`src/design/lphs_pkg.sv`:
```
// Shared constants, types and the modulo digit step of the linear-probe hash set.
package lphs_pkg;

	// Table geometry.
	localparam int TABLE_SIZE = 251;
	localparam int SLOT_W     = $clog2(TABLE_SIZE);

	// Word fields.
	localparam int ACT_W      = 2;
	localparam int KEY_W      = 31;
	localparam int STATUS_W   = 2;
	localparam int OUT_SLOT_W = 8;
	localparam int MARK_W     = 2;

	// Home slot reduction: the key is consumed one digit per cycle, most significant first.
	localparam int DIGIT_W    = 8;
	localparam int KEY_PAD_W  = ((KEY_W + DIGIT_W - 1) / DIGIT_W) * DIGIT_W;
	localparam int DIGITS     = KEY_PAD_W / DIGIT_W;
	localparam int STEP_CNT_W = (DIGITS > 1) ? $clog2(DIGITS) : 1;

	// Depth of the queue between front and back.
	localparam int QUEUE_DEPTH = 2;

	// Request codes.
	localparam logic [ACT_W-1:0] ACT_INSERT = 2'd0;
	localparam logic [ACT_W-1:0] ACT_FIND   = 2'd1;
	localparam logic [ACT_W-1:0] ACT_ERASE  = 2'd2;

	// Result codes.
	localparam logic [STATUS_W-1:0] ST_OK      = 2'd0;
	localparam logic [STATUS_W-1:0] ST_MISSING = 2'd1;
	localparam logic [STATUS_W-1:0] ST_FULL    = 2'd2;

	// Slot marks.
	localparam logic [MARK_W-1:0] MARK_EMPTY   = 2'd0;
	localparam logic [MARK_W-1:0] MARK_USED    = 2'd1;
	localparam logic [MARK_W-1:0] MARK_DELETED = 2'd2;

	// A classified request as it travels from front to back.
	typedef struct packed {
		logic [ACT_W-1:0]  action;
		logic [KEY_W-1:0]  key;
		logic [SLOT_W-1:0] home;
	} req_t;

	// Folds one digit into a running remainder modulo TABLE_SIZE, one bit at a time.
	function automatic logic [SLOT_W-1:0] mod_digit(input logic [SLOT_W-1:0] rem,
		input logic [DIGIT_W-1:0] digit);
		logic [SLOT_W:0]   t;
		logic [SLOT_W-1:0] r;
		r = rem;
		for (int i = DIGIT_W - 1; i >= 0; i--) begin
			t = {r, digit[i]};
			if (t >= (SLOT_W + 1)'(TABLE_SIZE)) begin
				t = t - (SLOT_W + 1)'(TABLE_SIZE);
			end
			r = t[SLOT_W-1:0];
		end
		return r;
	endfunction

endpackage

```
`src/design/lphs_queue.sv`:
```
// Short first-in first-out queue of classified requests between front and back.
module lphs_queue (
	input  logic           clk,
	input  logic           arst_n,
	input  logic           wr_en,
	input  lphs_pkg::req_t wr_req,
	output logic           full,
	input  logic           rd_en,
	output lphs_pkg::req_t rd_req,
	output logic           empty
);
	import lphs_pkg::*;

	localparam int PTR_W = (QUEUE_DEPTH > 1) ? $clog2(QUEUE_DEPTH) : 1;
	localparam int CNT_W = $clog2(QUEUE_DEPTH + 1);

	req_t             entry_q [QUEUE_DEPTH];
	logic [PTR_W-1:0] wr_ptr_q;
	logic [PTR_W-1:0] rd_ptr_q;
	logic [CNT_W-1:0] count_q;
	logic             do_wr;
	logic             do_rd;

	assign full   = (count_q == CNT_W'(QUEUE_DEPTH));
	assign empty  = (count_q == '0);
	assign do_wr  = wr_en && !full;
	assign do_rd  = rd_en && !empty;
	assign rd_req = entry_q[rd_ptr_q];

	// Storage.
	always_ff @(posedge clk) begin
		if (do_wr) begin
			entry_q[wr_ptr_q] <= wr_req;
		end
	end

	// Pointers and fill count.
	always_ff @(posedge clk or negedge arst_n) begin
		if (!arst_n) begin
			wr_ptr_q <= '0;
			rd_ptr_q <= '0;
			count_q  <= '0;
		end else begin
			if (do_wr) begin
				wr_ptr_q <= (wr_ptr_q == PTR_W'(QUEUE_DEPTH - 1)) ? '0 : wr_ptr_q + 1'b1;
			end
			if (do_rd) begin
				rd_ptr_q <= (rd_ptr_q == PTR_W'(QUEUE_DEPTH - 1)) ? '0 : rd_ptr_q + 1'b1;
			end
			if (do_wr && !do_rd) begin
				count_q <= count_q + 1'b1;
			end else if (do_rd && !do_wr) begin
				count_q <= count_q - 1'b1;
			end
		end
	end

endmodule

```
`config.mk`:
```
export PLATFORM = sky130hd
export DESIGN_NAME = lphs_queue
export DESIGN_NICKNAME = d
export VERILOG_FILES = /design/src/design/lphs_pkg.sv /design/src/design/lphs_queue.sv
export SDC_FILE = /design/constraint.sdc
export NUM_CORES = 1
export LEC_CHECK = 0
export ABC_AREA = 1
export BUFFER_PORTS_ARGS = -buffer_cell sky130_fd_sc_hd__buf_2
export CORE_ASPECT_RATIO = 0.5
export CORE_UTILIZATION = 42
export CTS_CLUSTER_SIZE = 40
export DETAILED_ROUTE_END_ITERATION = 10
export PLACE_DENSITY = 0.77
export SLEW_MARGIN = 0
export SYNTH_ARGS = -nofsm -noshare
export SYNTH_HDL_FRONTEND = slang
export SYNTH_SLANG_ARGS = --single-unit
```
`constraint.sdc`:
```
create_clock -name clk -period 3 [get_ports clk]
set_input_delay 0.45 -clock clk [delete_from_list [all_inputs] [get_ports clk]]
set_output_delay 0.45 -clock clk [all_outputs]
set_load 0.005 [all_outputs]
```
---- Yosys cells after proc, flatten, opt, wreduce, memory -nomap -nowiden ----
Memories as Yosys holds them, arrays and structs flattened.
Cells that the tools add are included.
word-level totals
  bits in registers ....................... 4
  memory bits (writable) .................. 82
  bits of input ports ..................... 45
  output and inout port bits .............. 43
  word-level logic and storage cells ...... 25
  memories ................................ 1
memory list
  name     words  bits a word  read ports  clocked after memory_dff  wr ports  RTL line          source
  entry_q  2      41           1           0                         1         lphs_queue.sv:17  req_t entry_q [QUEUE_DEPTH];
operators by class
  add/subtract/negate cells ............... 4
  equal/unequal tests ..................... 1
  muxes and demuxes ....................... 6
  reduce and logical (&&, ||, !) cells .... 10
operators with widths
  kind                                                                number
  1-bit logical AND                                                   4
  1-bit zero test                                                     4
  1-bit two-way mux                                                   4
  2-bit two-way mux                                                   2
  1-bit adder, second input constant                                  2
  2-bit by 1-bit adder with 2-bit output, second input constant       1
  2-bit equality test, second input constant                          1
  2-bit zero test                                                     1
  2-bit nonzero test                                                  1
  2-bit by 1-bit subtractor with 2-bit output, second input constant  1

---- Longest topological paths before layout ----
  depth in word-level cells ............... 7
  gate-level depth with buffers ........... 9
  gate-level depth less buffers ........... 9

---- Least setup slack after synthesis ----
OpenSTA, ideal clock, no wires.
  kind .................................... register to register
  start ................................... reg count_q[1]
  end ..................................... mem entry_q[1][0] (netlist name), enable pin
  library setup time ...................... 439 ps
  arrival time ............................ 2313 ps
  setup slack ............................. 248 ps
  cell stages (with the launch flop) ...... 4
  buffers on the path ..................... 0
  cell sequence ........................... dfrtp_1 inv_1 o21ai_0 nor2_1
on the way
  longest elaborated chain between the ends .. 5
RTL lines
  element                                  RTL line          source
  start: declaration                       lphs_queue.sv:20  logic [CNT_W-1:0] count_q;
  start signal: assignment                 lphs_queue.sv:51  count_q <= count_q + 1'b1;
  start signal: assignment                 lphs_queue.sv:53  count_q <= count_q - 1'b1;
  2-bit equality test                      lphs_queue.sv:24  assign full = (count_q == CNT_W'(QUEUE_DEPTH));
  1-bit zero test                          lphs_queue.sv:26  assign do_wr = wr_en && !full;
  1-bit logical AND                        lphs_queue.sv:26
  1-bit two-way mux                        lphs_queue.sv:32  if (do_wr) begin
  1-bit two-way mux (implied by the code)  lphs_queue.sv:33  entry_q[wr_ptr_q] <= wr_req;
  end: declaration                         lphs_queue.sv:17
No other way between the ends.

==> results.md <==
* CTS Sinks at 86
* Nets at approximately 390
* Sequential area share after synthesis at 0.7938
* H-tree levels at 3
* Cell Pwr Density at slightly below 1000 mW/mm^2
* Non-Filler Instances at 440
* Max Freq at just under 500 MHz
* Vias in the first global route at around 1900
* Layout cells sized above 1 at 0.3140
* Final Skew at between 0.004 and 0.005 ns
* Most frequent CP cell: nand2_1
* Crit path launch: rd_ptr_q
* Min Tclk post-route at ~2.0 ns
* Mapped Avg Cell Area at between 10 and 15 sq um
* RSZ-0062 raised after global routing: no
* Initial Util at 0.4376
* Top delay family on crit path: buffers and inverters
* Placer Congestion at ~0.77
* Fin. max-slew vios at 0
* Core ar. at between 0.007 and 0.008 sq mm
* Buffers on Ports at a little under 90
* Hold path start: wr_req[36]
* Final number of setup-violating endpoints at 0
* Leakage at 1.778 nW
* Global Route Usage Sum at 0.1430
* Worst skew pair latency at 0.32 ns
* Die ar. at ~0.0081 sq mm
* Critical path cell sequence: inv_2, nand2_1, nand2_1, buf_2
* Via count at ~2000
* Total gr overflow at 0
* Vias per cell at roughly 4.5
* Post-Route WL at ~5.4 mm
* DRT antenna net count at 0
* Detailed placer's ending HPWL at roughly 3.5 mm
* Buf+Inv Stages, Crit Path at 2
* Synth-to-Final Area Change at 25.39%
* R2R Path Start: count_q[1]
* CTS tree: yes
* Arrival time worst endpoint at about 1.6 ns
* Placed Cells at ~420
* Fillers at 598
* Die width at ~130 microns
* Hold Slack at just over 0.3 ns
* DRC violations left at 0
* Kind of critical path: flip-flop to primary output
* Tcrit/Tclk final at 0.6727
* Maximum vdd ir drop at a little over 0.0003 V
* CTS Buf Count at 9
* Drt wl/cell at 12.26 microns
* Root Buffer: clkbuf_16
* # Post-CTS Setup Buffers at 0
* Max Cap Violations at 0
* Bufs on Longest Clock Path at 2
* Worst hold path type: primary input to flip-flop
* Synth cell types at 15
* Slowest CP cell: inv_2
* Yosys reg bits at 86
* Initial DRC count at between 70 and 80
* Pin count of the biggest net entering global routing at 43
* Final hold vios at 0
* Antenna cells at 0
* Worst-Margin Slew at roughly 0.70 ns
* CP max stage delay at around 0.52 ns
* CP Launch Type: flip-flop
* Endpoint type of the worst setup path: primary output
* Initial antenna violation count at 0
* Rows at 22
* Critical path required time at approximately 2.6 ns
* Yosys warns at 0
* Slew headroom at 0.5351
* Multi-input gate area at roughly 570 sq um
* Cell area after synthesis at between 0.003 and 0.004 sq mm
* Clk slew on worst S/H paths at around 0.060 ns
* Setup_tns at 0 ns
* Status: complete, no violations
* Die Y at ~64 microns
* Drt pass-1 iters at 4
* I/O pin cnt at 88
* # resized after CTS at 0
* First-pass GRT wire length at 8.659 mm
* CP Max Fanout at 42
* Syn nets at 292
* Reg area at between 0.002 and 0.003 sq mm
* Gate Count Post-Synth at roughly 250
## synthesized netlist by cell type (all sizes together)
library cell,number,area (sq um)
nand2,132,495.5
inv,8,30.03
dfrtp,4,100.1
edfxtp,82,2462
o21ai,2,10.01
ha,1,12.51
xnor2,1,8.760
nand4,1,6.260
buf,9,70.06
nand3,1,5.000
nor2,4,20.02
nand3b,1,7.510
## metal layers
metal  track usage  wire (microns)  share of wire
met2        0.2673            2920           0.54
met5             0               0              0
met3       0.03601             187          0.035
met1        0.1568            2197           0.41
met4       0.06024              88          0.016
## sequential cells by signal, summed over array words and instances, names as in the netlist
signal / flops
count_q: 2
entry_q: 82
rd_ptr_q: 1
wr_ptr_q: 1
## worst paths after layout
path / end / slack [ns] / cells past startpoint
worst max register to register: entry_q[0][34] / 1.16 / 6
worst max-delay path: rd_req[4] / 0.98 / 4
worst min register to register: wr_ptr_q / 0.49 / 2
max in group asynchronous: wr_ptr_q / 2.42 / 2
worst min-delay path: entry_q[1][36] / 0.31 / 1
min in group asynchronous: count_q[1] / 0.46 / 2
## final cells by class
cell class,instances,area share
Inverter,8,0.007419
Clock buffer,12,0.06090
Tap cell,96,0.02968
Clock inverter,4,0.01175
Timing Repair Buffer,91,0.1156
Sequential cell,86,0.6331
Multi-Input combinational cell,143,0.1416
## timing repair
item | CTS | global route
hold endpoints to repair | 4 | 0
hold buffers | 1 | 0
endpoints found under the setup margin | 0 | 0
## layout by cell type (no fill, tap or decap), drive strengths merged
master       instances
o21ai                2
nand4                1
nand3b               1
nor2                 4
dfrtp                4
clkbuf              12
nand2              132
clkinvlp             1
ha                   1
xnor2                1
bufinv               1
clkinv               2
nand3                1
edfxtp              82
buf                 90
dlygate4sd3          1
inv                  8
## stage by stage
step           utilization  total power (W)  instance area, sq um  worst slack (ns)
3_5_place_dp        0.5075         0.002867                  3744             1.140
2_1_floorplan            -         0.002428                  3228            0.2478
3_3_place_gp        0.5075         0.002847                  3744             1.160
4_1_cts             0.5487         0.003930                  4048            0.9425
5_1_grt             0.5487         0.004132                  4048            0.8216
6_report            0.5487         0.003888                  4048            0.9818
## kinds of logic after synthesis
kind of cell / after synthesis / share of synthesized area
adders and majority gates: 1 / 0.003875
AOI/OAI and AO/OA: 2 / 0.003101
buffers and inverters: 17 / 0.03101
xor gates and xnor gates: 1 / 0.002714
DFF: 86 / 0.7938
and+or+nand+nor: 139 / 0.1655
## power by group
part	total, W	switching (W)	internal [W]
Combinational	0.00111	0.000708	0.000404
Clock	0.00106	0.000394	0.000664
Sequential	0.00172	0.0000753	0.00164
No activity file was read; power rests on OpenSTA's default activity.
