## src/design/lphs_pkg.sv

```systemverilog
// Shared constants, types and the modulo digit step of the linear-probe hash set.
package lphs_pkg;

	// Table geometry.
	localparam int TABLE_SIZE = 251;
	localparam int SLOT_W     = $clog2(TABLE_SIZE);

	// Word fields.
	localparam int ACT_W      = 2;
	localparam int KEY_W      = 31;
	localparam int STATUS_W   = 2;
	localparam int OUT_SLOT_W = 8;
	localparam int MARK_W     = 2;

	// Home slot reduction: the key is consumed one digit per cycle, most significant first.
	localparam int DIGIT_W    = 8;
	localparam int KEY_PAD_W  = ((KEY_W + DIGIT_W - 1) / DIGIT_W) * DIGIT_W;
	localparam int DIGITS     = KEY_PAD_W / DIGIT_W;
	localparam int STEP_CNT_W = (DIGITS > 1) ? $clog2(DIGITS) : 1;

	// Depth of the queue between front and back.
	localparam int QUEUE_DEPTH = 2;

	// Request codes.
	localparam logic [ACT_W-1:0] ACT_INSERT = 2'd0;
	localparam logic [ACT_W-1:0] ACT_FIND   = 2'd1;
	localparam logic [ACT_W-1:0] ACT_ERASE  = 2'd2;

	// Result codes.
	localparam logic [STATUS_W-1:0] ST_OK      = 2'd0;
	localparam logic [STATUS_W-1:0] ST_MISSING = 2'd1;
	localparam logic [STATUS_W-1:0] ST_FULL    = 2'd2;

	// Slot marks.
	localparam logic [MARK_W-1:0] MARK_EMPTY   = 2'd0;
	localparam logic [MARK_W-1:0] MARK_USED    = 2'd1;
	localparam logic [MARK_W-1:0] MARK_DELETED = 2'd2;

	// A classified request as it travels from front to back.
	typedef struct packed {
		logic [ACT_W-1:0]  action;
		logic [KEY_W-1:0]  key;
		logic [SLOT_W-1:0] home;
	} req_t;

	// Folds one digit into a running remainder modulo TABLE_SIZE, one bit at a time.
	function automatic logic [SLOT_W-1:0] mod_digit(input logic [SLOT_W-1:0] rem,
		input logic [DIGIT_W-1:0] digit);
		logic [SLOT_W:0]   t;
		logic [SLOT_W-1:0] r;
		r = rem;
		for (int i = DIGIT_W - 1; i >= 0; i--) begin
			t = {r, digit[i]};
			if (t >= (SLOT_W + 1)'(TABLE_SIZE)) begin
				t = t - (SLOT_W + 1)'(TABLE_SIZE);
			end
			r = t[SLOT_W-1:0];
		end
		return r;
	endfunction

endpackage

```

## src/design/lphs_front.sv

```systemverilog
// Front end: accepts request words and works out the home slot of each key.
module lphs_front (
	input  logic                        clk,
	input  logic                        arst_n,
	input  logic                        push,
	input  logic [lphs_pkg::ACT_W-1:0]  action,
	input  logic [lphs_pkg::KEY_W-1:0]  key,
	output logic                        full,
	output logic                        q_push,
	output lphs_pkg::req_t              q_req,
	input  logic                        q_full
);
	import lphs_pkg::*;

	typedef enum logic [1:0] {F_IDLE, F_REDUCE, F_HAND} front_state_t;

	front_state_t            state_q;
	logic [ACT_W-1:0]        act_q;
	logic [KEY_W-1:0]        key_q;
	logic [KEY_PAD_W-1:0]    shift_q;
	logic [SLOT_W-1:0]       rem_q;
	logic [STEP_CNT_W-1:0]   step_q;

	// One word is held at a time; the next is taken once this one is handed on.
	assign full   = (state_q != F_IDLE);
	assign q_push = (state_q == F_HAND) && !q_full;
	assign q_req  = '{action: act_q, key: key_q, home: rem_q};

	// Sequencer: capture, reduce the key one digit per cycle, then hand over.
	always_ff @(posedge clk or negedge arst_n) begin
		if (!arst_n) begin
			state_q <= F_IDLE;
			act_q   <= '0;
			key_q   <= '0;
			shift_q <= '0;
			rem_q   <= '0;
			step_q  <= '0;
		end else begin
			case (state_q)
				F_IDLE: begin
					if (push) begin
						act_q   <= action;
						key_q   <= key;
						shift_q <= KEY_PAD_W'(key);
						rem_q   <= '0;
						step_q  <= '0;
						state_q <= F_REDUCE;
					end
				end
				F_REDUCE: begin
					rem_q   <= mod_digit(rem_q, shift_q[KEY_PAD_W-1 -: DIGIT_W]);
					shift_q <= shift_q << DIGIT_W;
					step_q  <= step_q + 1'b1;
					if (step_q == STEP_CNT_W'(DIGITS - 1)) begin
						state_q <= F_HAND;
					end
				end
				F_HAND: begin
					if (!q_full) begin
						state_q <= F_IDLE;
					end
				end
				default: begin
					state_q <= F_IDLE;
				end
			endcase
		end
	end

endmodule

```

## config.mk

```make
export PLATFORM = sky130hd
export DESIGN_NAME = lphs_front
export DESIGN_NICKNAME = d
export VERILOG_FILES = /design/src/design/lphs_pkg.sv /design/src/design/lphs_front.sv
export SDC_FILE = /design/constraint.sdc
export NUM_CORES = 1
export LEC_CHECK = 0
export BUFFER_PORTS_ARGS = -buffer_cell sky130_fd_sc_hd__buf_2
export CAP_MARGIN = 20
export CORE_ASPECT_RATIO = 0.6
export CORE_MARGIN = 2
export CORE_UTILIZATION = 53
export DETAILED_ROUTE_END_ITERATION = 16
export GPL_TIMING_DRIVEN = 0
export PLACE_DENSITY_LB_ADDON = 0.1
export SETUP_SLACK_MARGIN = 0.4
export SLEW_MARGIN = 20
export SYNTH_ARGS = -nofsm -noshare
export SYNTH_HDL_FRONTEND = slang
export SYNTH_SLANG_ARGS = --single-unit
```

## constraint.sdc

```tcl
create_clock -name clk -period 11.25 [get_ports clk]
set_input_delay 0.5625 -clock clk [delete_from_list [all_inputs] [get_ports clk]]
set_output_delay 0.5625 -clock clk [all_outputs]
set_load 0.02 [all_outputs]
```

Yosys cells after proc, flatten, opt, wreduce, memory -nomap -nowiden
Cells that the tools add are included.

storage, ports and cells
  register bits after elaboration = 77
  bits of input ports = 37
  output and inout port bits = 43
  logic and storage cells = 62

cells by class
  add/sub/neg operators = 9
  magnitude comparators = 8
  equal/unequal tests = 6
  muxes and demuxes = 25
  reduce and logical (&&, ||, !) cells = 8

operators by type and width
  kind                                                 number
  two-way mux 8 bit                                    16
  >= comparator 9 x 8 -> 1 bit, second input constant  8
  case mux 32 bit (2 select lines)                     1
  subtractor 8 bit, second input constant              8
  two-way mux 32 bit                                   1
  case mux 8 bit (2 select lines)                      1
  two-way mux 2 bit                                    4
  inequality test 2 bit, second input constant         3
  case mux 2 bit (3 select lines)                      1
  == test 2 bit, second input constant                 2
  case mux 2 bit (2 select lines)                      1
  AND reduction 2 bit                                  2
  nonzero test 2 bit                                   2
  AND reduction 3 bit                                  1
  adder 2 x 1 -> 2 bit, second input constant          1
  == test 2 x 1 -> 1 bit, second input constant        1
  logical NOT 2 bit                                    1
  logical AND 1 bit                                    1
  logical NOT 1 bit                                    1

Logic depth before layout (Yosys ltp)
  depth in word-level cells = 24
  gate-level depth with buffers = 42
  depth with buffers taken out = 38

Worst setup path before layout
OpenSTA, ideal clock, no wires.

  path kind = register -> register
  start point = register rem_q[0]
  end point = register rem_q[6]
  setup time = 0.130 ns
  data arrival time = 8.159 ns
  required time = 11.120 ns
  slack = 2.961 ns
  stages on the path, launching flop included = 43
  buffers on the path = 4
  clock period less this slack = 8.289 ns
  cell sequence = dfrtp_1 -> ha_1 -> buf_2 -> o2111a_1 -> a21oi_1 -> o22ai_1 -> ha_1 -> a31o_1 -> buf_6 -> o21ai_1 -> o211ai_1 -> inv_1 -> ha_1 -> buf_2 -> nor2_1 -> a31oi_1 -> nand3_1 -> ha_1 -> (+7 left out) -> nand2_1 -> and3_1 -> o22a_1 -> ha_1 -> nor3_1 -> nand2_1 -> a21oi_1 -> xnor2_1 -> ha_1 -> nand2b_1 -> a211o_1 -> and2_4 -> xnor2_1 -> ha_1 -> or3_1 -> and4bb_1 -> xnor2_1 -> o21ai_1

on the way
  longest elaborated chain between the ends = 24
  elaborated cells between the ends (all ways) = 32
  those cells by class = add/sub (8); order compare (8); mux (16)

ends and longest elaborated chain
  what                                                                     line                            text
  from (decl)                                                              lphs_front.sv:21                logic [SLOT_W-1:0] rem_q;
  from (signal assigned)                                                   lphs_front.sv:51                rem_q <= mod_digit(rem_q, shift_q[KEY_PAD_W-1 -: DIGIT_W]);
  subtractor 8 bit / >= comparator 9 x 8 -> 1 bit (equally long branches)  lphs_pkg.sv:55, lphs_pkg.sv:54
  two-way mux 8 bit *                                                      lphs_pkg.sv:54                  if (t >= (SLOT_W + 1)'(TABLE_SIZE)) begin
  two-way mux 8 bit *                                                      lphs_front.sv:39                case (state_q)
  subtractor 8 bit / >= comparator 9 x 8 -> 1 bit (equally long branches)  lphs_pkg.sv:55, lphs_pkg.sv:54
  two-way mux 8 bit *                                                      lphs_pkg.sv:54
  two-way mux 8 bit *                                                      lphs_front.sv:39
  subtractor 8 bit / >= comparator 9 x 8 -> 1 bit (equally long branches)  lphs_pkg.sv:55, lphs_pkg.sv:54
  two-way mux 8 bit *                                                      lphs_pkg.sv:54
  (+8 left out)                                                            -
  two-way mux 8 bit *                                                      lphs_pkg.sv:54
  two-way mux 8 bit *                                                      lphs_front.sv:39
  subtractor 8 bit / >= comparator 9 x 8 -> 1 bit (equally long branches)  lphs_pkg.sv:55, lphs_pkg.sv:54
  two-way mux 8 bit *                                                      lphs_pkg.sv:54
  two-way mux 8 bit *                                                      lphs_front.sv:39
  subtractor 8 bit / >= comparator 9 x 8 -> 1 bit (equally long branches)  lphs_pkg.sv:55, lphs_pkg.sv:54
  two-way mux 8 bit *                                                      lphs_pkg.sv:54
  case mux 8 bit (2 select lines) *                                        lphs_front.sv:39

Mark *: on every way between the ends. The rest lies on a longest branch, timed or not. The select of a mux whose other input is x is not followed.
A chain may end at the register's enable or synchronous reset.

Worst setup path in the final report
  start point = register shift_q[31]
  end point = register rem_q[6]

on the way
  longest elaborated chain between the ends = 24
  elaborated cells between the ends (all ways) = 32
  those cells by class = add/sub (8); order compare (8); mux (16)

ends and longest elaborated chain
  what                                                                     line                            text
  from (decl)                                                              lphs_front.sv:20                logic [KEY_PAD_W-1:0] shift_q;
  from (signal assigned)                                                   lphs_front.sv:44                shift_q <= KEY_PAD_W'(key);
  from (signal assigned)                                                   lphs_front.sv:52                shift_q <= shift_q << DIGIT_W;
  subtractor 8 bit / >= comparator 9 x 8 -> 1 bit (equally long branches)  lphs_pkg.sv:55, lphs_pkg.sv:54
  two-way mux 8 bit *                                                      lphs_pkg.sv:54
  two-way mux 8 bit *                                                      lphs_front.sv:39
  subtractor 8 bit / >= comparator 9 x 8 -> 1 bit (equally long branches)  lphs_pkg.sv:55, lphs_pkg.sv:54
  two-way mux 8 bit *                                                      lphs_pkg.sv:54
  two-way mux 8 bit *                                                      lphs_front.sv:39
  subtractor 8 bit / >= comparator 9 x 8 -> 1 bit (equally long branches)  lphs_pkg.sv:55, lphs_pkg.sv:54
  two-way mux 8 bit *                                                      lphs_pkg.sv:54
  (+8 left out)                                                            -
  two-way mux 8 bit *                                                      lphs_pkg.sv:54
  two-way mux 8 bit *                                                      lphs_front.sv:39
  subtractor 8 bit / >= comparator 9 x 8 -> 1 bit (equally long branches)  lphs_pkg.sv:55, lphs_pkg.sv:54
  two-way mux 8 bit *                                                      lphs_pkg.sv:54
  two-way mux 8 bit *                                                      lphs_front.sv:39
  subtractor 8 bit / >= comparator 9 x 8 -> 1 bit (equally long branches)  lphs_pkg.sv:55, lphs_pkg.sv:54
  two-way mux 8 bit *                                                      lphs_pkg.sv:54
  case mux 8 bit (2 select lines) *                                        lphs_front.sv:39

Marks and branches as above.

==> flow_summary.toml <==
[outcome]
outcome = "finished, final reports clean"

[placed_design]
dp_hpwl_um = 14300
place_congestion = 0.915
port_buffers = 79

[detailed_routing]
wl_per_cell_um = 18.0
drc = 0
drt_wl_total_um = 18400
routed_via_density = 6.26
first_pass_iters = 5
drtIter0Drc = 631
vias = 6412
ant_nets = 0

[floorplanning]
rows = 30
die_width_um = 144
core_sq_um = 11400
ioPinCount = 80
die_area_sq_um = 12700
initial_core_util_pct = 54.8
die_h_um = 88.0

[sta]
fin_crit_ns = 9.92
tns_ns = 0
setup_viol = 0
fin_crit_sh_pct = 88.2
relSlewSlack_pct = 30.4
drv_slew = 0
tightest_slew_ns = 1.04
rsz0062_at_grt = "no"
clock_skew_ns = 0.00449
final_hold_viol_count = 0
timing.fmax_mhz = 101

[global_route]
grt_pass1_vias = 5599
grt_start_max_net_pins = 56
grt_overflow = 0
antenna_found_initial = 0
grt_pass1_wl_um = 29200
grtUsageTotal_pct = 29.5

[setup_path]
r2r_end = "rem_q[6]"
start_kind = "flop"
rr_worst_depth = 42
slowest_stage = "nor3_1"
slowest_delay_ns = 0.64
path_class = "flop to flop"
reg2reg_setup_slack_ns = 1.33
cp_num_buf_inv = 7
setup.worst_path.end_class = "flop"
r2r_start = "shift_q[31]"
cpMostUsedCell = "ha_1"
cp_max_fo = 10
crit_cells = 42
cp_top_family = "simple AND/OR/NAND/NOR gates"
cp.required_ns = 11.45
arrival_ns = 10.12

[clock_network]
cts_tree = "yes"
cts_made_buffers = 9
clockRootBuffer = "clkbuf_16"
postCtsSetupBuffers = 0
cts_buffer_depth = 2
h-tree-depth = 3
clk_latency_ns = 0.34
clkTransAtPathRegs_ns = 0.06
cts_sinks = 77
cts_resized = 0
ctsHoldBuffers = 0

[cells_and_area]
insertedDiodeCount = 0
synthToLayoutAreaGrowth_pct = 14.6
layout-drive-gt1-share_pct = 20.6
final_nets = 906

[logic_synthesis]
seq_area_frac_synth_pct = 30.9
ys_warn_count = 0
async_reset_ff_share_pct = 100
syn_inst = 769
syn_avg_cell_area_sq_um = 8.10
syn-num-nets = 815
syn_area_sq_um = 6230
synth.distinct_cells = 104
synth_edf_count = 0
synthFlopType = "dfrtp_1"
synth_seq_cells = 77

[hold_path]
hold_class = "input pin to async pin"

[flow_run]
maxCapViolCount = 0
-- worst register-to-register path: cells and delay by family, from the launching register on --
family / cells / cell delay [ns]
XOR/XNOR: 3 / 0.52
flip-flops: 1 / 0.40
adder cells (fa/ha/maj): 8 / 1.95
AO/OA/AOI/OAI: 12 / 2.67
AND/OR/NAND/NOR: 12 / 3.01
buffers and inverters: 7 / 1.26
-- through the flow --
step	util, %	worst slack (ns)	cells	hold slack, ns	cell area, sq um
after detailed placement	60.3	1.59	1009	0.459	6860
after CTS	62.8	1.54	1025	0.117	7140
after floorplan	-	2.96	769	0.267	6230
after global placement	60.0	1.71	1008	0.452	6830
after global routing	62.8	0.649	1025	0.132	7140
final	62.8	1.33	1025	0.117	7140
-- worst max-delay path by stage --
stage	slack, ns	endpoint	from
3_5_place_dp	1.59	rem_q[6]	shift_q[31]
6_report	1.33	rem_q[6]	shift_q[31]
2_1_floorplan	2.96	rem_q[6]	rem_q[0]
3_3_place_gp	1.71	rem_q[6]	shift_q[31]
4_1_cts	1.54	rem_q[6]	shift_q[31]
5_1_grt	0.65	rem_q[0]	shift_q[31]
-- final cells by class --
cell class / count / area (sq um)
fill: 1006 / 4240
multi-input combinational: 640 / 4060
sequential: 77 / 1930
timing repair buffer: 80 / 425
clock buffer: 9 / 225
tap: 160 / 200
buffer: 38 / 191
clock inverter: 7 / 57.6
inverter: 14 / 52.6
-- cells in the final DEF, fill, tap and decap left out, types with 10 or more instances in the layout --
| master | Yosys | final |
|---|---|---|
| nor3_1 | 18 | 18 |
| o211ai_1 | 10 | 10 |
| a21oi_1 | 26 | 26 |
| buf_2 | 12 | 90 |
| xnor2_1 | 12 | 12 |
| nand4_1 | 11 | 11 |
| o21ai_0 | 17 | 17 |
| clkbuf_1 | 21 | 21 |
| a31oi_1 | 21 | 21 |
| nand2b_1 | 11 | 11 |
| and3_1 | 11 | 11 |
| o21ai_1 | 10 | 10 |
| inv_1 | 14 | 14 |
| nand3_1 | 37 | 37 |
| nand2_1 | 197 | 197 |
| dfrtp_1 | 77 | 77 |
| nor2_1 | 33 | 33 |
-- state kept, by name (all words and copies together), names as in the netlist --
name and cells:
step_q 2, rem_q 8, act_q 2, shift_q 32, key_q 31, state_q 2
-- routing by layer --
metal / part of all wire, % / vias to the layer above / wire [um] / track usage (%)
li1: - / 3053 / - / -
met1: 52 / 3095 / 9620 / 49.2
met2: 40 / 260 / 7290 / 40.3
met3: 7.9 / 4 / 1460 / 4.59
met4: 0.21 / 0 / 39 / 3.74
met5: 0 / - / 0 / 0
-- logic make-up after synthesis --
kind of cell | synth area share (%)
fa+ha+maj | 1.81
flops | 30.9
mux | 2.69
xor+xnor | 1.97
buf+inv | 3.92
compound gates | 28.7
simple gates | 30.0
-- synth_stat cells (5+ instances only) --
cell type	instances	area share, %
nor2b_1	8	0.80
o21ai_1	10	0.80
a21o_1	9	1.1
o211ai_1	10	1.2
o31ai_1	9	1.1
a31oi_1	21	2.1
or3_1	7	0.70
mux2_2	6	1.1
nor2_1	33	2.0
o21a_1	7	0.84
nand4_1	11	1.1
xnor2_1	12	1.7
nand2_1	197	12
nor3_1	18	1.4
nand3_1	37	3.0
ha_1	9	1.8
dfrtp_1	77	31
nand2b_1	11	1.1
inv_1	14	0.84
a21oi_1	26	2.1
mux2i_1	7	1.1
and2_1	8	0.80
clkbuf_1	21	1.3
buf_2	12	0.96
o21ai_0	17	1.4
or2_2	6	0.60
a211oi_1	6	0.72
and3_1	11	1.1
or4_4	5	0.90
Power is left out: the tool's default activity adds up to more than one toggle a clock period on the data nets, which glitch-free logic cannot reach.
